===== config.mk =====
export PLATFORM = sky130hd
export DESIGN_NAME = bcpe_result_queue
export DESIGN_NICKNAME = d
export VERILOG_FILES = /design/src/sv/bcpe_pkg.sv /design/src/sv/bcpe_result_queue.sv
export SDC_FILE = /design/constraint.sdc
export NUM_CORES = 1
export LEC_CHECK = 0
export ABC_AREA = 1
export BUFFER_PORTS_ARGS = -buffer_cell sky130_fd_sc_hd__buf_4
export CAP_MARGIN = 25
export CORE_MARGIN = 3
export CORE_UTILIZATION = 35
export DETAILED_ROUTE_END_ITERATION = 6
export GPL_TIMING_DRIVEN = 0
export MAX_ROUTING_LAYER = met4
export PLACE_DENSITY_LB_ADDON = 0.08
export SKIP_CTS_REPAIR_TIMING = 1
export SLEW_MARGIN = 10
export SYNTH_ARGS = -nofsm -noshare
export SYNTH_HDL_FRONTEND = slang
export SYNTH_SLANG_ARGS = --single-unit

===== constraint.sdc =====
create_clock -name clk -period 4.1 [get_ports clk]
set_input_delay 1.23 -clock clk [delete_from_list [all_inputs] [get_ports clk]]
set_output_delay 1.23 -clock clk [all_outputs]
set_load 0.1 [all_outputs]

===== src/sv/bcpe_pkg.sv =====
// shared constants, types and tables of the bezier curve point evaluator
package bcpe_pkg;

    // design sizes
    localparam int MAX_POINTS  = 8;
    localparam int COORD_BITS  = 20;
    localparam int T_FRAC_BITS = 16;
    localparam int WFRAC       = 26;

    // fixed port widths
    localparam int NP_BITS    = 4;
    localparam int PIDX_BITS  = 3;
    localparam int ADDR_BITS  = 2;
    localparam int DATA_BITS  = 32;

    // derived widths
    localparam int IDX_BITS   = (MAX_POINTS > 1) ? $clog2(MAX_POINTS) : 1;
    localparam int POW_BITS   = WFRAC + 1;
    localparam int U_BITS     = T_FRAC_BITS + 1;
    localparam int BINOM_BITS = MAX_POINTS;
    localparam int W_BITS     = WFRAC + 2;
    localparam int PROD_BITS  = COORD_BITS + W_BITS + 1;
    localparam int ACC_BITS   = PROD_BITS + IDX_BITS + 1;
    localparam int Q_BITS     = ACC_BITS - WFRAC;

    // queue sizes
    localparam int CMDQ_DEPTH = 2;
    localparam int CMDQ_PTR   = (CMDQ_DEPTH > 1) ? $clog2(CMDQ_DEPTH) : 1;
    localparam int CMDQ_CNT   = $clog2(CMDQ_DEPTH + 1);
    localparam int RESQ_DEPTH = 2;
    localparam int RESQ_PTR   = (RESQ_DEPTH > 1) ? $clog2(RESQ_DEPTH) : 1;
    localparam int RESQ_CNT   = $clog2(RESQ_DEPTH + 1);

    // request codes
    localparam logic REQ_LOAD = 1'b0;
    localparam logic REQ_EVAL = 1'b1;

    // register map
    localparam logic [ADDR_BITS-1:0] ADDR_NUM_POINTS = '0;
    localparam logic [NP_BITS-1:0]   NUM_POINTS_RST  = NP_BITS'(4);

    // fixed point constants
    localparam logic [POW_BITS-1:0] POW_ONE = {1'b1, {WFRAC{1'b0}}};
    localparam logic [U_BITS-1:0]   T_ONE   = {1'b1, {T_FRAC_BITS{1'b0}}};
    localparam logic signed [ACC_BITS-1:0] ACC_HALF =
        ACC_BITS'(64'sd1 <<< (WFRAC - 1));
    localparam logic signed [Q_BITS-1:0] Q_HI =
        Q_BITS'((64'sd1 <<< (COORD_BITS - 1)) - 64'sd1);
    localparam logic signed [Q_BITS-1:0] Q_LO = -Q_HI - Q_BITS'(1);

    typedef logic signed [COORD_BITS-1:0] coord_t;

    typedef struct packed {
        coord_t x;
        coord_t y;
        coord_t z;
    } point_t;

    // classified request as it crosses from front to back
    typedef struct packed {
        logic                    is_eval;
        logic                    load_ok;
        logic [IDX_BITS-1:0]     slot;
        point_t                  pt;
        logic [T_FRAC_BITS-1:0]  t_val;
        logic [U_BITS-1:0]       u_val;
        logic [IDX_BITS-1:0]     deg;
    } cmd_t;

    typedef enum logic [2:0] {
        B_IDLE,
        B_UPOW,
        B_TERMS,
        B_DRAIN,
        B_DONE
    } b_state_t;

    typedef logic [MAX_POINTS-1:0][MAX_POINTS-1:0][BINOM_BITS-1:0] binom_table_t;

    // pascal triangle, row is the degree
    function automatic binom_table_t make_binom();
        binom_table_t tbl;
        tbl = '0;
        tbl[0][0] = BINOM_BITS'(1);
        for (int r = 1; r < MAX_POINTS; r++) begin
            tbl[r][0] = BINOM_BITS'(1);
            for (int j = 1; j <= r; j++) begin
                tbl[r][j] = tbl[r-1][j-1] + tbl[r-1][j];
            end
        end
        return tbl;
    endfunction

    localparam binom_table_t BINOM = make_binom();

endpackage


===== src/sv/bcpe_result_queue.sv =====
// result queue that holds finished curve points until popped
module bcpe_result_queue (
    input  logic             clk,
    input  logic             rst_n,
    input  logic             wr_en,
    input  bcpe_pkg::point_t wr_data,
    output logic             full,
    input  logic             rd_en,
    output bcpe_pkg::point_t rd_data,
    output logic             empty
);
    import bcpe_pkg::*;

    point_t              mem_reg [RESQ_DEPTH];
    logic [RESQ_PTR-1:0] wr_ptr_reg, wr_ptr_next;
    logic [RESQ_PTR-1:0] rd_ptr_reg, rd_ptr_next;
    logic [RESQ_CNT-1:0] cnt_reg, cnt_next;
    logic                do_wr, do_rd;

    assign full    = (int'(cnt_reg) == RESQ_DEPTH);
    assign empty   = (cnt_reg == '0);
    assign do_wr   = wr_en && !full;
    assign do_rd   = rd_en && !empty;
    assign rd_data = mem_reg[rd_ptr_reg];

    always_comb
    begin
        wr_ptr_next = wr_ptr_reg;
        rd_ptr_next = rd_ptr_reg;
        cnt_next    = cnt_reg;
        if (do_wr)
        begin
            wr_ptr_next = (int'(wr_ptr_reg) == RESQ_DEPTH - 1) ? '0
                                                             : wr_ptr_reg + RESQ_PTR'(1);
        end
        if (do_rd)
        begin
            rd_ptr_next = (int'(rd_ptr_reg) == RESQ_DEPTH - 1) ? '0
                                                             : rd_ptr_reg + RESQ_PTR'(1);
        end
        if (do_wr && !do_rd)
        begin
            cnt_next = cnt_reg + RESQ_CNT'(1);
        end
        else if (do_rd && !do_wr)
        begin
            cnt_next = cnt_reg - RESQ_CNT'(1);
        end
    end

    always_ff @(posedge clk or negedge rst_n)
    begin
        if (!rst_n)
        begin
            wr_ptr_reg <= '0;
            rd_ptr_reg <= '0;
            cnt_reg    <= '0;
        end
        else
        begin
            wr_ptr_reg <= wr_ptr_next;
            rd_ptr_reg <= rd_ptr_next;
            cnt_reg    <= cnt_next;
        end
    end

    always_ff @(posedge clk)
    begin
        if (do_wr)
        begin
            mem_reg[wr_ptr_reg] <= wr_data;
        end
    end

endmodule


* After elaboration in Yosys (flattened, before gate mapping)
Memories as Yosys holds them, arrays and structs flattened. Cells that the tools add are included.
Operators by class: add/subtract/negate cells 4, equal/unequal tests 1, muxes and demuxes 6, reductions and logical operators 10
Operators with widths (count):
- $logic_and A1 B1 Y1 | 4
- $logic_not A1 Y1 | 4
- $mux W1 | 4
- $mux W2 | 2
- $add A1 B1 Y1 const B | 2
- $add A2 B1 Y2 const B | 1
- $eq A2 B2 Y1 const B | 1
- $logic_not A2 Y1 | 1
- $reduce_bool A2 Y1 | 1
- $sub A2 B1 Y2 const B | 1
Word-level totals: register bits after elaboration 4, bits in writable memories 120, input bits 64, output and inout port bits 62, logic and storage cells 25, memories kept 1
Memories:
- mem_reg | depth 2, width 60, read ports 1, clocked after Yosys merged registers in 0, wr ports 1, RTL line bcpe_result_queue.sv:14 | point_t mem_reg [RESQ_DEPTH];

* Logic depth before layout (Yosys ltp)
depth in word-level cells 7, gate-level depth with buffers 9, depth with buffers taken out 9

* Least setup slack after synthesis
OpenSTA, ideal clock, no wires.
kind input to register, start input port wr_en, end memory mem_reg[1][0] (netlist bit) (enable), setup time 0.478 ns, arrival time 3.847 ns, required time 3.622 ns, slack -0.225 ns, stages on the path 2, buffers on the path 0, cell sequence o21ai_0 > nor2_1
On the way: longest elaborated chain between the ends 3
RTL lines:
- start: declaration | RTL line bcpe_result_queue.sv:5 | input logic wr_en,
- $logic_and A1 B1 Y1 | RTL line bcpe_result_queue.sv:22 | assign do_wr = wr_en && !full;
- $mux W1 | RTL line bcpe_result_queue.sv:69 | if (do_wr)
- $mux W1 (implied by the code) | RTL line bcpe_result_queue.sv:71 | mem_reg[wr_ptr_reg] <= wr_data;
- end: declaration | RTL line bcpe_result_queue.sv:14
No other way between the ends.

==> impl_metrics.py <==
metrics = {
    "outcome": {
        "status": "complete, no violations",
    },
    "worst_hold_path": {
        "hold_end": "wr_ptr_reg",
        "holdCritStartpoint": "wr_ptr_reg",
        "min_path_cells": 2,
        "holdCritPathClass": "reg -> reg",
    },
    "placement": {
        "dp_hpwl_um": 6280,
        "port_buffers": 125,
        "place_congestion": 0.712,
        "pre_cts_ws_ns": 1.47,
    },
    "timing": {
        "maxSlewViolCount": 0,
        "setup_viol": 0,
        "finalHoldViolCount": 0,
        "fin_crit_ns": 2.91,
        "worstMarginPinSlew_ns": 0.603,
        "rsz0062_at_grt": "false",
        "fin_crit_sh_pct": 70.9,
        "fin_skew_ns": 0.00671,
        "fmax_mhz": 344,
        "relSlewSlack_pct": 59.7,
        "worst_slack_ns": 1.19,
    },
    "setup_path": {
        "critPathCaptureType": "primary output",
        "crit_fanout": 10,
        "slowest_stage": "dfrtp_1",
        "cp.depth": 6,
        "crit_path_max_incr_delay_ns": 0.35,
        "r2r_cells": 3,
        "r2r_end": "mem_reg[1][8]",
        "cp_top_family": "buffers and inverters",
        "worstPathArrival_ns": 1.68,
        "rr_startpoint": "cnt_reg[0]",
        "crit_buf_inv": 4,
        "crit_top_cell": "buf_4",
        "crit_required_ns": 2.87,
        "r2r_setup_slack_ns": 2.31,
        "critPathKind": "reg -> out",
        "start_kind": "register",
        "crit_chain": "buf_4, inv_4, buf_4, nand2_1, nand2_1, buf_4",
    },
    "run": {
        "cap_violations": 0,
    },
    "routing": {
        "routed_wl_um": 9450,
        "drt_first_pass_iters": 4,
        "detail-route-antenna-nets": 0,
        "vias_per_cell": 4.27,
        "drc_errors": 0,
        "wl_per_cell_um": 14.0,
        "dr.first_iter.drc_count": 158,
        "dr_total_vias": 2893,
    },
    "logic_synthesis": {
        "synth_top_area_share_pct": 78.4,
        "synth_area_per_cell_um2": 13.3,
        "synth-compound-area-share_pct": 0.218,
        "synth-adder-area-share_pct": 0.272,
        "synth-xor-area-share_pct": 0.190,
        "synth.distinct_cells": 15,
        "ys_ff_latch": 124,
        "yosys.area.top_type": "edfxtp_1",
        "synth_area_leaders": "edfxtp_1 (78%), nand2_1 (15%), dfrtp_1 (2.2%)",
        "synthesis.nets": 410,
        "syn-cell-area_mm2": 0.00460,
        "muxShareOfSynthArea_pct": 0,
        "synth_top_family_by_area": "simple AND/OR/NAND/NOR gates",
        "synth-simple-area-share_pct": 16.3,
        "synth-seq-area-share_pct": 80.5,
        "ys_warn_count": 0,
        "synth_cells": 345,
    },
    "global_routing": {
        "antenna_found_initial": 0,
        "overflow": 0,
        "grt_max_degree": 47,
        "grt_pass1_vias": 2943,
        "track_usage_pct": 14.2,
        "grt_pass1_wl_um": 14900,
    },
    "clock_network": {
        "numClockSinks": 124,
        "clk_pin_slew_ns": 0.05,
        "cts_tree": "yes",
        "clockBufferDepth": 2,
        "clkLatencyLatePin_ns": 0.41,
        "cts_root_buffer": "clkbuf_16",
        "htreeDepth": 4,
        "cts_made_buffers": 17,
    },
    "finish": {
        "largest_register_ffs": 120,
        "n_antenna_cell": 0,
        "post-route-util_pct": 50.1,
        "drive_above_1_share_pct": 33.5,
        "area_growth_pct": 38.5,
        "num-fill-cells": 1163,
        "nNetsFinal": 557,
    },
    "floorplan": {
        "die_w_um": 121,
        "die_h_um": 121,
        "ios": 126,
        "fp-row-count": 41,
        "die-area_mm2": 0.0145,
        "fp.coreArea_mm2": 0.0127,
        "initial_core_util_pct": 36.1,
    },
}
==> Yosys cell counts <==
master and count:
nand2_1 189, edfxtp_1 120, buf_4 7, inv_1 7
buf_2 6, dfrtp_1 4, nor2_1 2, nor2_2 2
o21ai_0 2, ha_1 1, inv_4 1, nand3_1 1
nand3b_1 1, nand4_1 1, xnor2_1 1
==> area by class of cell <==
type | count | area (um2) | share of cell area (%)
Buffer | 13 | 82.6 | 1.30
Clock buffer | 19 | 433 | 6.80
Clock inverter | 13 | 106 | 1.67
Inverter | 8 | 35.0 | 0.550
Multi-Input combinational cell | 200 | 787 | 12.4
Sequential cell | 124 | 3700 | 58.2
Tap cell | 172 | 215 | 3.38
Timing Repair Buffer | 128 | 1010 | 15.8
==> worst max-delay path by stage <==
stage,startpoint,endpoint,slack (ns)
3_3_place_gp,wr_en,mem_reg[1][8],-0.45
6_report,rd_ptr_reg,rd_data[6],1.19
3_5_place_dp,wr_en,mem_reg[1][8],1.47
2_1_floorplan,wr_en,mem_reg[1][0],0.76
4_1_cts,rd_ptr_reg,rd_data[5],1.15
5_1_grt,rd_ptr_reg,rd_data[5],1.08
==> routing by layer <==
layer / track usage, % / share of wire [%] / vias to the layer above
met5: - / 0 / -
met4: 6.44 / 1.7 / 0
met2: 21.1 / 47 / 101
li1: - / - / 1456
met3: 5.85 / 7.5 / 13
met1: 17.0 / 44 / 1323
==> placed cells by master, fill, tap and decap left out, drive strengths merged, types with 2 or more instances in the layout <==
cell    netlist  routed
buf          13     141
bufinv        0       2
clkbuf        0      19
clkinv        0      11
dfrtp         4       4
edfxtp      120     120
inv           8       8
nand2       189     189
nor2          4       4
o21ai         2       2
==> kinds of logic (layout without fill, tap and decap cells) <==
family | after synthesis | after routing
XOR/XNOR | 1 | 1
AND/OR/NAND/NOR | 196 | 196
AO/OA/AOI/OAI | 2 | 2
adder cells (fa/ha/maj) | 1 | 1
flip-flops | 124 | 124
buffers and inverters | 21 | 181
==> stage by stage <==
stage,instances,setup TNS (ns),area [um2],hold WS [ns]
2_1_floorplan,345,0,4600,0.449
3_3_place_gp,642,-26.92,5750,0.465
3_5_place_dp,645,0,5830,0.482
4_1_cts,677,0,6370,0.500
5_1_grt,677,0,6370,0.540
6_report,677,0,6370,0.488
==> worst min-delay path: cells and delay by family (launching register included) <==
family | cells | cell delay, ns
flops | 1 | 0.34
simple gates | 2 | 0.12
Power is left out: the tool's default activity adds up to more than one toggle a clock period on the data nets, which glitch-free logic cannot reach.
