`src/sv/bcpe_pkg.sv`:
```
// shared constants, types and tables of the bezier curve point evaluator
package bcpe_pkg;

    // design sizes
    localparam int MAX_POINTS  = 8;
    localparam int COORD_BITS  = 20;
    localparam int T_FRAC_BITS = 16;
    localparam int WFRAC       = 26;

    // fixed port widths
    localparam int NP_BITS    = 4;
    localparam int PIDX_BITS  = 3;
    localparam int ADDR_BITS  = 2;
    localparam int DATA_BITS  = 32;

    // derived widths
    localparam int IDX_BITS   = (MAX_POINTS > 1) ? $clog2(MAX_POINTS) : 1;
    localparam int POW_BITS   = WFRAC + 1;
    localparam int U_BITS     = T_FRAC_BITS + 1;
    localparam int BINOM_BITS = MAX_POINTS;
    localparam int W_BITS     = WFRAC + 2;
    localparam int PROD_BITS  = COORD_BITS + W_BITS + 1;
    localparam int ACC_BITS   = PROD_BITS + IDX_BITS + 1;
    localparam int Q_BITS     = ACC_BITS - WFRAC;

    // queue sizes
    localparam int CMDQ_DEPTH = 2;
    localparam int CMDQ_PTR   = (CMDQ_DEPTH > 1) ? $clog2(CMDQ_DEPTH) : 1;
    localparam int CMDQ_CNT   = $clog2(CMDQ_DEPTH + 1);
    localparam int RESQ_DEPTH = 2;
    localparam int RESQ_PTR   = (RESQ_DEPTH > 1) ? $clog2(RESQ_DEPTH) : 1;
    localparam int RESQ_CNT   = $clog2(RESQ_DEPTH + 1);

    // request codes
    localparam logic REQ_LOAD = 1'b0;
    localparam logic REQ_EVAL = 1'b1;

    // register map
    localparam logic [ADDR_BITS-1:0] ADDR_NUM_POINTS = '0;
    localparam logic [NP_BITS-1:0]   NUM_POINTS_RST  = NP_BITS'(4);

    // fixed point constants
    localparam logic [POW_BITS-1:0] POW_ONE = {1'b1, {WFRAC{1'b0}}};
    localparam logic [U_BITS-1:0]   T_ONE   = {1'b1, {T_FRAC_BITS{1'b0}}};
    localparam logic signed [ACC_BITS-1:0] ACC_HALF =
        ACC_BITS'(64'sd1 <<< (WFRAC - 1));
    localparam logic signed [Q_BITS-1:0] Q_HI =
        Q_BITS'((64'sd1 <<< (COORD_BITS - 1)) - 64'sd1);
    localparam logic signed [Q_BITS-1:0] Q_LO = -Q_HI - Q_BITS'(1);

    typedef logic signed [COORD_BITS-1:0] coord_t;

    typedef struct packed {
        coord_t x;
        coord_t y;
        coord_t z;
    } point_t;

    // classified request as it crosses from front to back
    typedef struct packed {
        logic                    is_eval;
        logic                    load_ok;
        logic [IDX_BITS-1:0]     slot;
        point_t                  pt;
        logic [T_FRAC_BITS-1:0]  t_val;
        logic [U_BITS-1:0]       u_val;
        logic [IDX_BITS-1:0]     deg;
    } cmd_t;

    typedef enum logic [2:0] {
        B_IDLE,
        B_UPOW,
        B_TERMS,
        B_DRAIN,
        B_DONE
    } b_state_t;

    typedef logic [MAX_POINTS-1:0][MAX_POINTS-1:0][BINOM_BITS-1:0] binom_table_t;

    // pascal triangle, row is the degree
    function automatic binom_table_t make_binom();
        binom_table_t tbl;
        tbl = '0;
        tbl[0][0] = BINOM_BITS'(1);
        for (int r = 1; r < MAX_POINTS; r++) begin
            tbl[r][0] = BINOM_BITS'(1);
            for (int j = 1; j <= r; j++) begin
                tbl[r][j] = tbl[r-1][j-1] + tbl[r-1][j];
            end
        end
        return tbl;
    endfunction

    localparam binom_table_t BINOM = make_binom();

endpackage

```
`src/sv/bcpe_cmd_queue.sv`:
```
// short request queue between front and back
module bcpe_cmd_queue (
    input  logic           clk,
    input  logic           rst_n,
    input  logic           wr_en,
    input  bcpe_pkg::cmd_t wr_data,
    output logic           full,
    input  logic           rd_en,
    output bcpe_pkg::cmd_t rd_data,
    output logic           empty
);
    import bcpe_pkg::*;

    cmd_t                mem_reg [CMDQ_DEPTH];
    logic [CMDQ_PTR-1:0] wr_ptr_reg, wr_ptr_next;
    logic [CMDQ_PTR-1:0] rd_ptr_reg, rd_ptr_next;
    logic [CMDQ_CNT-1:0] cnt_reg, cnt_next;
    logic                do_wr, do_rd;

    assign full    = (int'(cnt_reg) == CMDQ_DEPTH);
    assign empty   = (cnt_reg == '0);
    assign do_wr   = wr_en && !full;
    assign do_rd   = rd_en && !empty;
    assign rd_data = mem_reg[rd_ptr_reg];

    always_comb
    begin
        wr_ptr_next = wr_ptr_reg;
        rd_ptr_next = rd_ptr_reg;
        cnt_next    = cnt_reg;
        if (do_wr)
        begin
            wr_ptr_next = (int'(wr_ptr_reg) == CMDQ_DEPTH - 1) ? '0
                                                             : wr_ptr_reg + CMDQ_PTR'(1);
        end
        if (do_rd)
        begin
            rd_ptr_next = (int'(rd_ptr_reg) == CMDQ_DEPTH - 1) ? '0
                                                             : rd_ptr_reg + CMDQ_PTR'(1);
        end
        if (do_wr && !do_rd)
        begin
            cnt_next = cnt_reg + CMDQ_CNT'(1);
        end
        else if (do_rd && !do_wr)
        begin
            cnt_next = cnt_reg - CMDQ_CNT'(1);
        end
    end

    always_ff @(posedge clk or negedge rst_n)
    begin
        if (!rst_n)
        begin
            wr_ptr_reg <= '0;
            rd_ptr_reg <= '0;
            cnt_reg    <= '0;
        end
        else
        begin
            wr_ptr_reg <= wr_ptr_next;
            rd_ptr_reg <= rd_ptr_next;
            cnt_reg    <= cnt_next;
        end
    end

    always_ff @(posedge clk)
    begin
        if (do_wr)
        begin
            mem_reg[wr_ptr_reg] <= wr_data;
        end
    end

endmodule

```
`config.mk`:
```
export PLATFORM = sky130hd
export DESIGN_NAME = bcpe_cmd_queue
export DESIGN_NICKNAME = d
export VERILOG_FILES = /design/src/sv/bcpe_pkg.sv /design/src/sv/bcpe_cmd_queue.sv
export SDC_FILE = /design/constraint.sdc
export NUM_CORES = 1
export LEC_CHECK = 0
export ABC_AREA = 1
export BUFFER_PORTS_ARGS = -buffer_cell sky130_fd_sc_hd__buf_2
export CAP_MARGIN = 25
export CORE_MARGIN = 5
export CORE_UTILIZATION = 40
export CTS_CLUSTER_DIAMETER = 30
export DETAILED_ROUTE_END_ITERATION = 10
export GPL_ROUTABILITY_DRIVEN = 0
export PLACE_DENSITY = 0.62
export SETUP_SLACK_MARGIN = 0.1
export SLEW_MARGIN = 40
export SYNTH_ARGS = -nofsm -noshare
export SYNTH_HDL_FRONTEND = slang
export SYNTH_SLANG_ARGS = --single-unit
```
`constraint.sdc`:
```
create_clock -name clk -period 7.15 [get_ports clk]
set_clock_uncertainty 0.2 [all_clocks]
set_input_delay 2.145 -clock clk [delete_from_list [all_inputs] [get_ports clk]]
set_output_delay 2.145 -clock clk [all_outputs]
set_load 0.01 [all_outputs]
```
==> After elaboration in Yosys (flattened, before gate mapping) <==
Memory sizes are Yosys's and may differ from the RTL's.
Cells that the tools add are included.
{ "totals": {"reg_bits": 4, "latchBits": 0, "ramBits": 202, "mem_bits_ro": 0, "input_bits": 105, "output_inout_bits": 103, "memories": 1} }
{ "classes": {"add_sub_neg": 4, "n_mul": 0, "div_mod_pow": 0, "order_cmp": 0, "n_eq_ne": 1, "n_shift": 0, "mux": 6, "n_bitwise": 0, "reduce_logical": 10} }
{ "mem_list": {"columns": ["name", "depth", "width", "read_ports", "rd_ports_with_merged_regs", "write_ports", "line", "text"], "rows": [
  ["mem_reg", 2, 101, 1, 0, 1, "bcpe_cmd_queue.sv:14", "cmd_t mem_reg [CMDQ_DEPTH];"]
]} }
{ "ops": {"columns": ["cell", "count"], "rows": [
  ["logical AND 1 bit", 4],
  ["logical NOT 1 bit", 4],
  ["2-to-1 mux 1 bit", 4],
  ["2-to-1 mux 2 bit", 2],
  ["adder 1 bit, second input constant", 2],
  ["adder 2 x 1 -> 2 bit, second input constant", 1],
  ["equality test 2 bit, second input constant", 1],
  ["logical NOT 2 bit", 1],
  ["nonzero test 2 bit", 1],
  ["subtractor 2 x 1 -> 2 bit, second input constant", 1]
]} }

==> Logic depth before layout (Yosys ltp) <==
{ "depth": {"depth_word": 7, "depth_mapped": 9} }

==> Worst setup path after synthesis <==
No wires, ideal clock.
{ "synth_path": {"kind": "input to register", "from": "input wr_en", "to": "memory mem_reg[1][0] (netlist name) (enable)", "setup_ns": 0.562, "t_arrival_ns": 6.454, "t_required_ns": 6.388, "setup_slack_ns": -0.066, "stages": 2, "path_cell_list": "o21ai_0 nor2_1"} }
{ "synth_via": {"elab_chain_len": 3} }
{ "synth_rtl": {"columns": ["item", "line", "text"], "rows": [
  ["from (decl)", "bcpe_cmd_queue.sv:5", "input logic wr_en,"],
  ["logical AND 1 bit", "bcpe_cmd_queue.sv:22", "assign do_wr = wr_en && !full;"],
  ["2-to-1 mux 1 bit", "bcpe_cmd_queue.sv:69", "if (do_wr)"],
  ["2-to-1 mux 1 bit (implied by the code)", "bcpe_cmd_queue.sv:71", "mem_reg[wr_ptr_reg] <= wr_data;"],
  ["to (decl)", "bcpe_cmd_queue.sv:14", null]
]} }
No other way between the ends.

==> results list <==
* Dominant cell by count in the synthesized netlist: nand2_1
- Sum of overflow across all layers after global routing: 0
* Cts bufs inserted: 42
* Post-Synth Adder-Cell Area: 0.166%
- After synthesis, the largest family of logic cells by area is simple AND/OR/NAND/NOR gates.
- The layout has 1569 filler cells.
- For this run, the number of Yosys warnings is 0.
- After Yosys synthesis, XOR and XNOR cells account for 0.116% of the synthesized area.
- For this run, the detailed router's first-pass iteration total came to 4.
- Summing the sequential cell areas from Yosys gives 81.8% of the chip area.
- Overall die width: 147 um
* Max-capacitance violation count: 0
* Clock transition at the register clock pins on the worst setup and hold paths after CTS: 0.04 ns
- In this run, placement finished with an instance count of 983.
- Hold repair after CTS inserted 0 buffers.
- Of the total power, combinational logic draws 25.5%.
- The final hold violation count came to 0.
- Top-level I/O count: 208
- Number of cell rows: 50
- The clock network is responsible for 38.9% of the overall power.
* Largest fanout on the critical path: 63
- Setup slack of the worst register-to-register path: 4.64 ns
* Vias/cell: 4.57
- Synth async-reset ratio: 1.94%
- The finished layout holds 1060 standard cells, fillers aside.
- In this run the mean area of a mapped cell was 13.5 um^2.
* FMAX: 210 MHz
* Power Internal: 3.33 mW
- The H-tree was split into 2 levels.
* Min-delay src: wr_ptr_reg$_DFFE_PN0P_
- Endpoint of the worst register-to-register path: mem_reg[0][56]$_DFFE_PP_
- The count of nets left with antenna violations once routing finished came out at 0.
- Ratio of final minimum period to clock period: 66.7%
- The floorplan step defined a die boundary enclosing 21700 um^2.
* Type of the setup path with the least slack: reg -> out
- After synthesis, the netlist uses 14 different library cells.
* Arrival time reported for the critical path endpoint: 2.42 ns
- The synthesized netlist devotes 0.133% of its cell area to compound gates.
- Summed over all instances, the cell type with the most area after synthesis is edfxtp_1.
- Post-route DRC violation count: 0
* Hold EP: wr_ptr_reg$_DFFE_PN0P_
- The flow ran to the end, and the final reports show no timing, DRC or antenna violations.
* Layout cell share with drive strength beyond 1: 34.4%
- In this run the cell area of the synthesized design comes to 7540 um^2.
* Pin slew with the least headroom to its limit: 0.653 ns
* Total power: 4.82 mW
- Setup total negative slack: 0 ns
* Share of total power in sequential cells: 35.6%
* Overall routed net length: 16400 um
- The net count of the finished layout is 900.
* Clock net sink count: 206
* Initial cell density of the core: 40.4%
* Root Buffer: clkbuf_16
* Class of the worst hold path: reg -> reg
* Final antenna diode count: 0
- Hpwl dp: 10300 um
- The detailed router placed 4841 vias in this run.
- Startpoint class of the critical path: register
- The initial antenna violation count came to 2.
- Sorting the synthesized cells by how often they occur yields 312 x nand2_1, 202 x edfxtp_1, 19 x buf_2.
- Count of buffers from port buffering: 207
* Largest register FFs: 202
* Floorplan Core Area: 18600 um^2
- Instance area at placement: 8820 um^2
- Setup repair after global routing missed its margin: false
* Clock Path Buffers: 3
* Worst flop-to-flop path startpoint: cnt_reg[1]$_DFFE_PN0P_
- VDD sags by at most 246 uV.
- Final non-filler cell area: 10200 um^2
* Maximum number of pins on one net before global-route repair: 103
- Count of state elements after synthesis: 206
* Die boundary height: 147 um
- Main area contributors after synthesis: edfxtp_1 80%, nand2_1 16%, dfrtp_1 1.3%, buf_2 1.3%, inv_1 0.35%
- Of the post-synthesis cell area, the dominant cell type holds 80.5%.
- CTS tree: built
- Net load switching power: 1.49 mW
* Data required, critical path: 4.81 ns
- The number of gates resized after CTS was 0.
- The final count of pins violating max slew came to 0.
- After technology mapping, the gate count stands at 559.
* Simple logic cell fraction of the synthesized area: 16.0%
* Instance count along the most critical hold path: 2
* Worst r2r path cells: 6
- The detailed router finished its first iteration with 209 violations.
* Post-CTS setup repair buffer count: 0
- The clock period could shrink to 4.77 ns.
- Kind of capture point of the worst setup path: output port
* Number of synthesized flops with an enable pin: 202
- Measured against its own limit, the worst slew margin works out to 56.5%.
- Power per Cell Area: 471 nW/um^2
- Wire length of the first global-routing pass: 26100 um
* DR WL/cell: 15.5 um
- Static Leak: 4.48 nW
- Compared with the post-synthesis result, the final layout area differs by 36.0%.
- Endpoints failing setup: 0
- Net count of the mapped netlist: 665
- Overall Global Routing Usage: 15.0%
* Multiplexer area fraction after synthesis: 0%
* Most common flop cell mapped by yosys: edfxtp_1
- The via count of the first global-routing pass was 5149.
- For the worst-skew pair, the clock arrives at the later sink with an insertion delay of 0.49 ns.
- Switching share of power: 31.0%
==> critical path, cell delays in order (launching register included) <==
cell	delay, ns
dfrtp_4	0.47
clkinv_2	0.41
buf_4	0.63
nand2_1	0.13
nand2_1	0.10
buf_2	0.14
==> worst max-delay path by stage <==
stage	depth (start not counted)	from	endpoint	slack (ns)
after floorplan	2	wr_en	mem_reg[1][0]$_DFFE_PP_	1.62
after global placement	6	wr_en	mem_reg[0][39]$_DFFE_PP_	2.79
after detailed placement	6	wr_en	mem_reg[0][46]$_DFFE_PP_	2.74
after CTS	5	rd_ptr_reg$_DFFE_PN0P_	rd_data[9]	2.33
after global routing	5	rd_ptr_reg$_DFFE_PN0P_	rd_data[9]	2.15
final	5	rd_ptr_reg$_DFFE_PN0P_	rd_data[56]	2.38
==> layout by cell type (no fill, tap or decap) <==
cell       netlist  layout
dfrtp_1          4       3
clkinv_2         0      10
nand3b_1         1       1
o21ai_0          2       2
buf_16           0       1
clkinv_1         0       5
clkbuf_16        0      43
inv_1            7       6
buf_4            0       3
dfrtp_4          0       1
edfxtp_1       202     202
nand2_1        312     312
clkbuf_1         3       4
inv_8            0       2
nand4_1          1       1
buf_2           19     207
clkinv_4         0       3
inv_6            0       6
nor2_1           4       3
ha_1             1       1
nand3_1          1       1
bufinv_16        0       5
nor2_4           0       1
xnor2_1          1       1
buf_6            0       2
==> power groups by stage <==
stage | logic [mW] | registers (mW) | clock network, mW
after floorplan | 0.725 | 1.74 | 0
after global placement | 1.23 | 1.73 | 0
after detailed placement | 1.25 | 1.74 | 0
after CTS | 1.25 | 1.72 | 1.92
after global routing | 1.39 | 1.74 | 1.99
final | 1.23 | 1.72 | 1.88
==> cell families after synthesis <==
| group | Yosys count |
|---|---|
| fa+ha+maj | 1 |
| simple gates | 319 |
| xor+xnor | 1 |
| compound gates | 2 |
| buf+inv | 30 |
| flops | 206 |
==> layout make-up <==
class | count | area (um^2) | share of cell area [%]
inverter | 8 | 36.3 | 0.354
sequential | 206 | 6170 | 60.2
timing repair buffer | 213 | 1110 | 10.8
multi-input combinational | 323 | 1240 | 12.1
clock inverter | 29 | 307 | 2.99
tap | 234 | 293 | 2.86
clock buffer | 47 | 1090 | 10.6
==> through the flow <==
step                      utilization, %  hold slack (ns)  setup WS (ns)
after floorplan                        -            0.249           1.62
after global placement              47.3            0.266           2.79
after detailed placement            47.3            0.276           2.74
after global routing                55.0            0.308           2.15
after CTS                           54.8            0.288           2.33
final                               55.0            0.293           2.38
==> routing by layer <==
layer / GRT usage, % / share of wire [%]
met5: 0 / 0.16
met4: 6.01 / 2.6
met3: 5.21 / 7.3
met2: 25.4 / 50
met1: 17.6 / 40
(Power assumes the default switching activity.)
