## src/sv/bcpe_pkg.sv

```systemverilog
// shared constants, types and tables of the bezier curve point evaluator
package bcpe_pkg;

    // design sizes
    localparam int MAX_POINTS  = 8;
    localparam int COORD_BITS  = 20;
    localparam int T_FRAC_BITS = 16;
    localparam int WFRAC       = 26;

    // fixed port widths
    localparam int NP_BITS    = 4;
    localparam int PIDX_BITS  = 3;
    localparam int ADDR_BITS  = 2;
    localparam int DATA_BITS  = 32;

    // derived widths
    localparam int IDX_BITS   = (MAX_POINTS > 1) ? $clog2(MAX_POINTS) : 1;
    localparam int POW_BITS   = WFRAC + 1;
    localparam int U_BITS     = T_FRAC_BITS + 1;
    localparam int BINOM_BITS = MAX_POINTS;
    localparam int W_BITS     = WFRAC + 2;
    localparam int PROD_BITS  = COORD_BITS + W_BITS + 1;
    localparam int ACC_BITS   = PROD_BITS + IDX_BITS + 1;
    localparam int Q_BITS     = ACC_BITS - WFRAC;

    // queue sizes
    localparam int CMDQ_DEPTH = 2;
    localparam int CMDQ_PTR   = (CMDQ_DEPTH > 1) ? $clog2(CMDQ_DEPTH) : 1;
    localparam int CMDQ_CNT   = $clog2(CMDQ_DEPTH + 1);
    localparam int RESQ_DEPTH = 2;
    localparam int RESQ_PTR   = (RESQ_DEPTH > 1) ? $clog2(RESQ_DEPTH) : 1;
    localparam int RESQ_CNT   = $clog2(RESQ_DEPTH + 1);

    // request codes
    localparam logic REQ_LOAD = 1'b0;
    localparam logic REQ_EVAL = 1'b1;

    // register map
    localparam logic [ADDR_BITS-1:0] ADDR_NUM_POINTS = '0;
    localparam logic [NP_BITS-1:0]   NUM_POINTS_RST  = NP_BITS'(4);

    // fixed point constants
    localparam logic [POW_BITS-1:0] POW_ONE = {1'b1, {WFRAC{1'b0}}};
    localparam logic [U_BITS-1:0]   T_ONE   = {1'b1, {T_FRAC_BITS{1'b0}}};
    localparam logic signed [ACC_BITS-1:0] ACC_HALF =
        ACC_BITS'(64'sd1 <<< (WFRAC - 1));
    localparam logic signed [Q_BITS-1:0] Q_HI =
        Q_BITS'((64'sd1 <<< (COORD_BITS - 1)) - 64'sd1);
    localparam logic signed [Q_BITS-1:0] Q_LO = -Q_HI - Q_BITS'(1);

    typedef logic signed [COORD_BITS-1:0] coord_t;

    typedef struct packed {
        coord_t x;
        coord_t y;
        coord_t z;
    } point_t;

    // classified request as it crosses from front to back
    typedef struct packed {
        logic                    is_eval;
        logic                    load_ok;
        logic [IDX_BITS-1:0]     slot;
        point_t                  pt;
        logic [T_FRAC_BITS-1:0]  t_val;
        logic [U_BITS-1:0]       u_val;
        logic [IDX_BITS-1:0]     deg;
    } cmd_t;

    typedef enum logic [2:0] {
        B_IDLE,
        B_UPOW,
        B_TERMS,
        B_DRAIN,
        B_DONE
    } b_state_t;

    typedef logic [MAX_POINTS-1:0][MAX_POINTS-1:0][BINOM_BITS-1:0] binom_table_t;

    // pascal triangle, row is the degree
    function automatic binom_table_t make_binom();
        binom_table_t tbl;
        tbl = '0;
        tbl[0][0] = BINOM_BITS'(1);
        for (int r = 1; r < MAX_POINTS; r++) begin
            tbl[r][0] = BINOM_BITS'(1);
            for (int j = 1; j <= r; j++) begin
                tbl[r][j] = tbl[r-1][j-1] + tbl[r-1][j];
            end
        end
        return tbl;
    endfunction

    localparam binom_table_t BINOM = make_binom();

endpackage

```

## src/sv/bcpe_front.sv

```systemverilog
// front end: takes requests and classifies them for the back end
module bcpe_front (
    input  logic                               push,
    input  logic                               req_type,
    input  logic [bcpe_pkg::PIDX_BITS-1:0]     point_index,
    input  logic signed [bcpe_pkg::COORD_BITS-1:0] point_x,
    input  logic signed [bcpe_pkg::COORD_BITS-1:0] point_y,
    input  logic signed [bcpe_pkg::COORD_BITS-1:0] point_z,
    input  logic [bcpe_pkg::T_FRAC_BITS-1:0]   t_value,
    input  logic [bcpe_pkg::NP_BITS-1:0]       num_points,
    input  logic                               cmdq_full,
    output logic                               cmdq_wr,
    output bcpe_pkg::cmd_t                     cmd
);
    import bcpe_pkg::*;

    assign cmdq_wr = push && !cmdq_full;

    always_comb
    begin
        cmd.is_eval = (req_type == REQ_EVAL);
        cmd.load_ok = (int'(point_index) < MAX_POINTS);
        cmd.slot    = IDX_BITS'(point_index);
        cmd.pt.x    = point_x;
        cmd.pt.y    = point_y;
        cmd.pt.z    = point_z;
        cmd.t_val   = t_value;
        cmd.u_val   = T_ONE - {1'b0, t_value};
        // zero count means a single point, large count is capped
        if (num_points == '0)
        begin
            cmd.deg = '0;
        end
        else if (int'(num_points) > MAX_POINTS)
        begin
            cmd.deg = IDX_BITS'(MAX_POINTS - 1);
        end
        else
        begin
            cmd.deg = IDX_BITS'(num_points - NP_BITS'(1));
        end
    end

endmodule

```

## config.mk

```make
export PLATFORM = sky130hd
export DESIGN_NAME = bcpe_front
export DESIGN_NICKNAME = d
export VERILOG_FILES = /design/src/sv/bcpe_pkg.sv /design/src/sv/bcpe_front.sv
export SDC_FILE = /design/constraint.sdc
export NUM_CORES = 1
export LEC_CHECK = 0
export BUFFER_PORTS_ARGS = -buffer_cell sky130_fd_sc_hd__buf_4
export CAP_MARGIN = 20
export CORE_AREA = 2 2 74 76
export DETAILED_ROUTE_END_ITERATION = 8
export DIE_AREA = 0 0 76 78
export MAX_ROUTING_LAYER = met4
export PLACE_DENSITY = 0.66
export SLEW_MARGIN = 10
export SYNTH_ARGS = -nofsm -noshare
export SYNTH_HDL_FRONTEND = slang
export SYNTH_SLANG_ARGS = --single-unit
```

## constraint.sdc

```tcl
create_clock -name vclk -period 1.41
set_input_delay 0.282 -clock vclk [all_inputs]
set_output_delay 0.282 -clock vclk [all_outputs]
set_load 0.02 [all_outputs]
```

### After elaboration in Yosys (flattened, before gate mapping)

Cells that the tools add are included.

| storage, ports and cells | value |
|---|---|
| RAM bits | 0 |
| register bits after elaboration | 0 |
| logic and storage cells | 8 |
| bits of input ports | 86 |
| memory bits (read-only) | 0 |
| memories kept | 0 |
| latch bits | 0 |

| operators by class | value |
|---|---|
| reduce and logical (&&, ||, !) cells | 3 |
| order comparisons | 1 |
| shift operators | 0 |
| muxes and demuxes | 2 |
| multipliers | 0 |
| bitwise gates (word level) | 0 |
| div/mod/pow operators | 0 |
| $add $sub $neg | 2 |
| eq/ne operators | 0 |

Operators with widths:

| kind | count |
|---|---|
| subtractor 17 x 16 -> 17 bit (first input constant) | 1 |
| two-way mux 3 bit | 2 |
| > comparator 4 bit (second input constant) | 1 |
| zero test 4 bit | 1 |
| subtractor 3 x 1 -> 3 bit (second input constant) | 1 |
| logical AND 1 bit | 1 |
| zero test 1 bit | 1 |

### Depth between registers and ports, before layout

Gate-level depths: netlist of run 1.

| logic depth | value |
|---|---|
| depth after elaboration | 3 |
| depth in mapped cells | 5 |
| depth with buffers taken out | 5 |

### Least setup slack after synthesis of run 1

No wires, ideal clock.

| timing path | value |
|---|---|
| path kind | input -> output |
| start point | input t_value[0] (netlist name) |
| end point | output cmd[19] (netlist name) |
| stages on the path | 5 |
| buffers on the path | 0 |
| required time | 1.128 ns |
| slack | -0.388 ns |
| arrival time | 1.516 ns |
| cells stage by stage | inv_1 ha_1 nor3b_1 nand3_2 nor4b_2 |

RTL lines:

| item | line | source |
|---|---|---|
| start, declared | bcpe_front.sv:9 | `input logic [bcpe_pkg::T_FRAC_BITS-1:0] t_value,` |
| end, declared | bcpe_front.sv:13 | `output bcpe_pkg::cmd_t cmd` |

==> qor.json, run 1 <==
{
  "routedWlPerCell": {"value": 13.1, "unit": "µm"},
  "nets": {"value": 228},
  "timing_worst_setup_path_type": {"value": "in2out"},
  "worst_hold_slack": {"value": 0.564, "unit": "ns"},
  "fp.dieArea": {"value": 0.00593, "unit": "mm²"},
  "cts.hold.buffers_added": {"value": 0},
  "cp_data_arrival_time": {"value": 1.40, "unit": "ns"},
  "crit_path_start_kind": {"value": "input pin"},
  "grt_max_degree": {"value": 7},
  "floorplan.initialDensity": {"value": 0.196},
  "critical_path_maximum_fanout": {"value": 5},
  "mappedNetlistArea": {"value": 990, "unit": "µm²"},
  "yosysWarnings": {"value": 0},
  "holdPathStages": {"value": 0},
  "synthesis.nets": {"value": 223},
  "end_kind": {"value": "output port"},
  "first_pass_grt_wire_length": {"value": 3.99, "unit": "mm"},
  "grt_pass1_vias": {"value": 779},
  "core_region_area": {"value": 0.00504, "unit": "mm²"},
  "ys_seq_area_frac": {"value": 0},
  "floorplan.die.height": {"value": 78, "unit": "µm"},
  "n_sequential_cell": {"value": 0},
  "post-route-period-util": {"value": 1.19},
  "timing.final.max_slew_violations": {"value": 0},
  "number_of_distinct_library_cell_variants_in_the_gate_level_netlist_after_synthesis": {"value": 20},
  "final_period_minus_worst_setup_slack": {"value": 1.68, "unit": "ns"},
  "place.port_buffers": {"value": 59},
  "ff_latch_area": {"value": 0, "unit": "µm²"},
  "crit_required": {"value": 1.13, "unit": "ns"},
  "num_rows": {"value": 26},
  "global_route.usage.total": {"value": 0.0838},
  "cell_taking_the_most_area_after_synthesis": {"value": "sky130_fd_sc_hd__buf_4"},
  "antenna_found_initial": {"value": 0},
  "hold_class": {"value": "in2out"},
  "ios": {"value": 188},
  "routed_via_density": {"value": 3.62},
  "share_of_post_route_cells_with_drive_strength_above_1": {"value": 0.848},
  "fin_ws": {"value": -0.271, "unit": "ns"},
  "worst_hold_path.endpoint": {"value": "cmd[51]"},
  "final_antenna_net_count": {"value": 0},
  "nFillCells": {"value": 531},
  "yosys.area.top_type_share": {"value": 0.622},
  "drt_iter0_markers": {"value": 20},
  "irDropWorstVdd": {"value": 97.4, "unit": "µV"},
  "leakage_power": {"value": 0.619, "unit": "nW"},
  "setup_repair_after_global_routing_missed_its_margin": {"value": "true"},
  "dp_hpwl": {"value": 2.31, "unit": "mm"},
  "multiInputGateArea": {"value": 559, "unit": "µm²"},
  "num_vias": {"value": 752},
  "drc": {"value": 0},
  "detailedRoute.firstPassIterationCount": {"value": 2},
  "ys_top_cells_by_area": {"value": "sky130_fd_sc_hd__buf_4 (62%), sky130_fd_sc_hd__xor2_1 (8.8%), sky130_fd_sc_hd__xnor2_1 (3.5%)"},
  "timing.final.hold_violations": {"value": 0},
  "clock_buffer_count": {"value": 0},
  "synthesis_to_finish_area_growth": {"value": 38.7, "unit": "%"},
  "max_freq": {"value": 595, "unit": "MHz"},
  "floorplan.die.width": {"value": 76, "unit": "µm"},
  "report.final.setup_viol": {"value": 13},
  "insertedDiodeCount": {"value": 0},
  "power.density_cell_area": {"value": 309, "unit": "mW/mm²"},
  "grt_residual_overflow": {"value": 0},
  "syn_inst": {"value": 135},
  "failed_checks": {"value": "negative setup slack"},
  "gpl.final_weighted_congestion": {"value": 0.766},
  "worstHoldStart": {"value": "point_z[15]"},
  "maxCapViolCount": {"value": 0},
  "outcome": {"value": "complete, but fails checks"},
  "placement.setup.worst_slack": {"value": -0.370, "unit": "ns"},
  "routed_wl": {"value": 2.73, "unit": "mm"},
  "synth_area_per_cell": {"value": 7.33, "unit": "µm²"}
}
## cell usage after synthesis
master / n
sky130_fd_sc_hd__maj3_1: 1
sky130_fd_sc_hd__ha_1: 2
sky130_fd_sc_hd__nor4_4: 1
sky130_fd_sc_hd__nor3_2: 1
sky130_fd_sc_hd__nand3_1: 3
sky130_fd_sc_hd__nor2b_1: 1
sky130_fd_sc_hd__xor2_1: 10
sky130_fd_sc_hd__nand4_1: 3
sky130_fd_sc_hd__nand3_2: 1
sky130_fd_sc_hd__conb_1: 1
sky130_fd_sc_hd__xnor2_1: 4
sky130_fd_sc_hd__nor2_1: 6
sky130_fd_sc_hd__inv_1: 6
sky130_fd_sc_hd__a21o_1: 2
sky130_fd_sc_hd__nand2_1: 3
sky130_fd_sc_hd__nand2b_1: 2
sky130_fd_sc_hd__nor4b_2: 1
sky130_fd_sc_hd__nor3b_1: 1
sky130_fd_sc_hd__nor4_1: 4
sky130_fd_sc_hd__buf_4: 82
## layer usage
layer,part of all wire,global-route usage
met5,0,-
met4,0.031,0.0309
met3,0.14,0.0337
met2,0.55,0.169
met1,0.28,0.0678
## report_power, final
| part | internal, mW | leakage [nW] | switching [mW] |
|---|---|---|---|
| clock network | 0 | 0 | 0 |
| registers | 0 | 0 | 0 |
| logic | 0.216 | 0.619 | 0.208 |
| total | 0.216 | 0.619 | 0.208 |
## logic make-up after synthesis
group,synth area share
buffers and inverters,0.645
AOI/OAI and AO/OA,0.0152
and+or+nand+nor,0.177
adders and majority gates,0.0354
other,0.00379
xor gates and xnor gates,0.124
## critical path, cell delays in order
cell and delay, ns:
sky130_fd_sc_hd__buf_8 0.10, sky130_fd_sc_hd__nor4_4 0.32, sky130_fd_sc_hd__buf_6 0.17, sky130_fd_sc_hd__nand3_4 0.08, sky130_fd_sc_hd__nor4b_4 0.27, sky130_fd_sc_hd__buf_4 0.17
## timing repair
action / in CTS / in global routing
endpoints found under the setup margin: 15 / 15
gates resized for setup: 31 / 12
pin swaps: 9 / 5
cloned: 1 / 0
setup buffers: 3 / 2
## placed cells by master (no fill, tap or decap), types with 2 or more instances in the layout
| cell | instances |
|---|---|
| sky130_fd_sc_hd__a21o_1 | 2 |
| sky130_fd_sc_hd__buf_4 | 71 |
| sky130_fd_sc_hd__buf_6 | 12 |
| sky130_fd_sc_hd__buf_8 | 2 |
| sky130_fd_sc_hd__ha_4 | 2 |
| sky130_fd_sc_hd__inv_1 | 2 |
| sky130_fd_sc_hd__inv_2 | 2 |
| sky130_fd_sc_hd__inv_4 | 2 |
| sky130_fd_sc_hd__nand2b_4 | 2 |
| sky130_fd_sc_hd__nand3_4 | 2 |
| sky130_fd_sc_hd__nand4_1 | 3 |
| sky130_fd_sc_hd__nor2_1 | 5 |
| sky130_fd_sc_hd__nor4_1 | 2 |
| sky130_fd_sc_hd__nor4_4 | 2 |
| sky130_fd_sc_hd__xnor2_1 | 2 |
| sky130_fd_sc_hd__xnor2_2 | 2 |
| sky130_fd_sc_hd__xor2_2 | 9 |
## per-stage QoR
step	setup TNS, ns	total power, mW	util	cells	instance area, µm²
global route	-3.21	0.452	0.272	208	1370
detailed placement	-3.17	0.374	0.229	203	1150
finish	-2.38	0.424	0.272	208	1370
floorplan	-0.570	0.448	-	135	1080
CTS	-2.73	0.414	0.260	207	1310
global placement	-3.02	0.372	0.229	203	1150
## final cells by class
| cell class | count | area share |
|---|---|---|
| Inverter | 6 | 0.0201 |
| Multi-Input combinational cell | 47 | 0.407 |
| Tap cell | 70 | 0.0638 |
| Timing Repair Buffer | 85 | 0.509 |
## worst max path at each step
stage,startpoint,endpoint,cells after the start
global placement,t_value[0],cmd[19],7
floorplan,t_value[0],cmd[19],5
finish,t_value[3],cmd[19],6
detailed placement,t_value[0],cmd[19],7
global route,t_value[1],cmd[11],8
CTS,t_value[3],cmd[19],6
Power figures use the tool's default switching activity.
==> run 2, diff against run 1 <==
==> config.mk (replaced) <==
export PLATFORM = sky130hd
export DESIGN_NAME = bcpe_front
export DESIGN_NICKNAME = d
export VERILOG_FILES = /design/src/sv/bcpe_pkg.sv /design/src/sv/bcpe_front.sv
export SDC_FILE = /design/constraint.sdc
export NUM_CORES = 1
export LEC_CHECK = 0
export CAP_MARGIN = 25
export CORE_AREA = 4 4 71 73
export DETAILED_ROUTE_END_ITERATION = 8
export DIE_AREA = 0 0 75 77
export DONT_BUFFER_PORTS = 1
export MAX_ROUTING_LAYER = met4
export SLEW_MARGIN = 10
export SYNTH_ARGS = -nofsm -noshare
export SYNTH_HDL_FRONTEND = slang
export SYNTH_SLANG_ARGS = --single-unit
==> qor.json, run 2 (synthesized netlist as in run 1, its figures left out) <==
{
  "power": {"value": 0.170, "unit": "mW", "change": "-60%"},
  "critical_path_maximum_fanout": {"value": 4, "change": "-1"},
  "clock_buffer_count": {"value": 0, "change": "unchanged"},
  "p_switching": {"value": 0.0927, "unit": "mW", "change": "-55%"},
  "holdPathStages": {"value": 0, "change": "unchanged"},
  "pwr-share-comb": {"value": 1.000, "change": "about the same"},
  "first_pass_grt_wire_length": {"value": 3.03, "unit": "mm", "change": "-24%"},
  "crit_required": {"value": 1.13, "unit": "ns", "change": "about the same"},
  "final_antenna_net_count": {"value": 0, "change": "unchanged"},
  "clock_power_share": {"value": 0, "change": "unchanged"},
  "place.port_buffers": {"value": 0, "change": "-100%"},
  "end_kind": {"value": "output port"},
  "hold_class": {"value": "in2out"},
  "dp_hpwl": {"value": 1.87, "unit": "mm", "change": "-19%"},
  "maxCapViolCount": {"value": 0, "change": "unchanged"},
  "placement.setup.worst_slack": {"value": -0.268, "unit": "ns", "change": "+0.102 ns"},
  "antenna_found_initial": {"value": 0, "change": "unchanged"},
  "setup_repair_after_global_routing_missed_its_margin": {"value": "true"},
  "drc": {"value": 0, "change": "unchanged"},
  "outcome": {"value": "complete, but fails checks"},
  "failed_checks": {"value": "negative setup slack"},
  "fin_ws": {"value": -0.125, "unit": "ns", "change": "+0.146 ns"},
  "detailedRoute.firstPassIterationCount": {"value": 2, "change": "unchanged"},
  "routedWlPerCell": {"value": 18.3, "unit": "µm", "change": "+39%"},
  "gpl.final_weighted_congestion": {"value": 0.606, "change": "-21%"},
  "report.final.setup_viol": {"value": 9, "change": "-4"},
  "grt_residual_overflow": {"value": 0, "change": "unchanged"},
  "setup_total_negative_slack": {"value": -0.617, "unit": "ns", "change": "+1.76 ns"},
  "post-route-period-util": {"value": 1.09, "change": "-0.104"},
  "power.density_cell_area": {"value": 205, "unit": "mW/mm²", "change": "-34%"},
  "timing.final.hold_violations": {"value": 0, "change": "unchanged"},
  "p_seq_frac": {"value": 0, "change": "unchanged"},
  "num_vias": {"value": 532, "change": "-29%"},
  "drt_iter0_markers": {"value": 5, "change": "-75%"},
  "p_int": {"value": 0.0771, "unit": "mW", "change": "-64%"},
  "worst_hold_slack": {"value": 0.564, "unit": "ns", "change": "unchanged"},
  "ios": {"value": 188, "change": "unchanged"},
  "grt_max_degree": {"value": 8, "change": "+1"},
  "fp.dieArea": {"value": 0.00578, "unit": "mm²", "change": "-2.6%"},
  "layout.cells.most_common_list": {"value": "sky130_fd_sc_hd__buf_4 (12), sky130_fd_sc_hd__nor2_1 (6), sky130_fd_sc_hd__xor2_2 (5)"},
  "synthesis_to_finish_area_growth": {"value": -16.4, "unit": "%"},
  "insertedDiodeCount": {"value": 0, "change": "unchanged"},
  "grt_pass1_vias": {"value": 539, "change": "-31%"},
  "leakage_power": {"value": 0.263, "unit": "nW", "change": "-57%"},
  "crit_path_start_kind": {"value": "input pin"},
  "num_rows": {"value": 24, "change": "-7.7%"},
  "core_region_area": {"value": 0.00435, "unit": "mm²", "change": "-14%"},
  "cp_data_arrival_time": {"value": 1.25, "unit": "ns", "change": "-0.15 ns"},
  "ff_latch_area": {"value": 0, "unit": "µm²", "change": "unchanged"},
  "power_switching_share": {"value": 0.546, "change": "+0.0546"},
  "nets": {"value": 157, "change": "-31%"},
  "floorplan.die.height": {"value": 77, "unit": "µm", "change": "-1.3%"},
  "share_of_post_route_cells_with_drive_strength_above_1": {"value": 0.597, "change": "-0.251"},
  "routed_wl": {"value": 2.18, "unit": "mm", "change": "-20%"},
  "floorplan.die.width": {"value": 75, "unit": "µm", "change": "-1.3%"},
  "cts.hold.buffers_added": {"value": 0, "change": "unchanged"},
  "routed_via_density": {"value": 4.47, "change": "+24%"},
  "nFillCells": {"value": 473, "change": "-11%"},
  "floorplan.initialDensity": {"value": 0.227, "change": "+0.0310"},
  "max_freq": {"value": 651, "unit": "MHz", "change": "+9.5%"},
  "final_period_minus_worst_setup_slack": {"value": 1.54, "unit": "ns", "change": "-0.146 ns"},
  "mostFrequentLayoutCell": {"value": "sky130_fd_sc_hd__buf_4"},
  "timing.final.max_slew_violations": {"value": 0, "change": "unchanged"},
  "n_sequential_cell": {"value": 0, "change": "unchanged"},
  "irDropWorstVdd": {"value": 65.9, "unit": "µV", "change": "-32%"},
  "timing_worst_setup_path_type": {"value": "in2out"},
  "global_route.usage.total": {"value": 0.0689, "change": "-0.0149"}
}
-- run 2: worst paths after layout --
kind	startpoint	endpoint
worst min-delay path	point_y[19]	cmd[75]
worst max-delay path	t_value[0]	cmd[19]
-- run 2: final cells by class --
type	instances	area, µm²	area share
Tap cell	52	65.1	0.0787
Timing Repair Buffer	14	113	0.136
Multi-Input combinational cell	47	602	0.728
Inverter	6	47.5	0.0575
-- run 2: worst max-delay path, stage by stage --
cell and delay (ns):
sky130_fd_sc_hd__clkinv_8 0.02, sky130_fd_sc_hd__ha_4 0.12, sky130_fd_sc_hd__nor3b_4 0.28, sky130_fd_sc_hd__nand3_4 0.12, sky130_fd_sc_hd__nor4b_4 0.26, sky130_fd_sc_hd__buf_4 0.18
-- run 2: routing by layer --
| metal | vias up | wire [µm] | GRT usage |
|---|---|---|---|
| met5 | - | 0 | - |
| met4 | 0 | 186 | 0.0623 |
| met3 | 32 | 354 | 0.0248 |
| met2 | 67 | 1150 | 0.126 |
| met1 | 230 | 491 | 0.0467 |
| li1 | 203 | - | - |
-- run 2: power by group through the flow --
| stage | clock network [mW] | logic [mW] | registers, mW |
|---|---|---|---|
| 3_3_place_gp | 0 | 0.143 | 0 |
| 4_1_cts | 0 | 0.168 | 0 |
| 6_report | 0 | 0.170 | 0 |
| 5_1_grt | 0 | 0.182 | 0 |
| 3_5_place_dp | 0 | 0.144 | 0 |
| 2_1_floorplan | 0 | 0.448 | 0 |
-- run 2: timing repair --
action                     4_1_cts  5_1_grt
setup buffers                    4        0
setup endpoints to repair       10       12
resized for setup               25        8
pin swaps                       10       13
-- run 2: stage by stage --
stage | cells | cell area [µm²] | util
detailed placement | 116 | 612 | 0.141
global route | 119 | 827 | 0.190
CTS | 120 | 787 | 0.181
global placement | 116 | 612 | 0.141
finish | 119 | 827 | 0.190
floorplan | 135 | 1080 | -
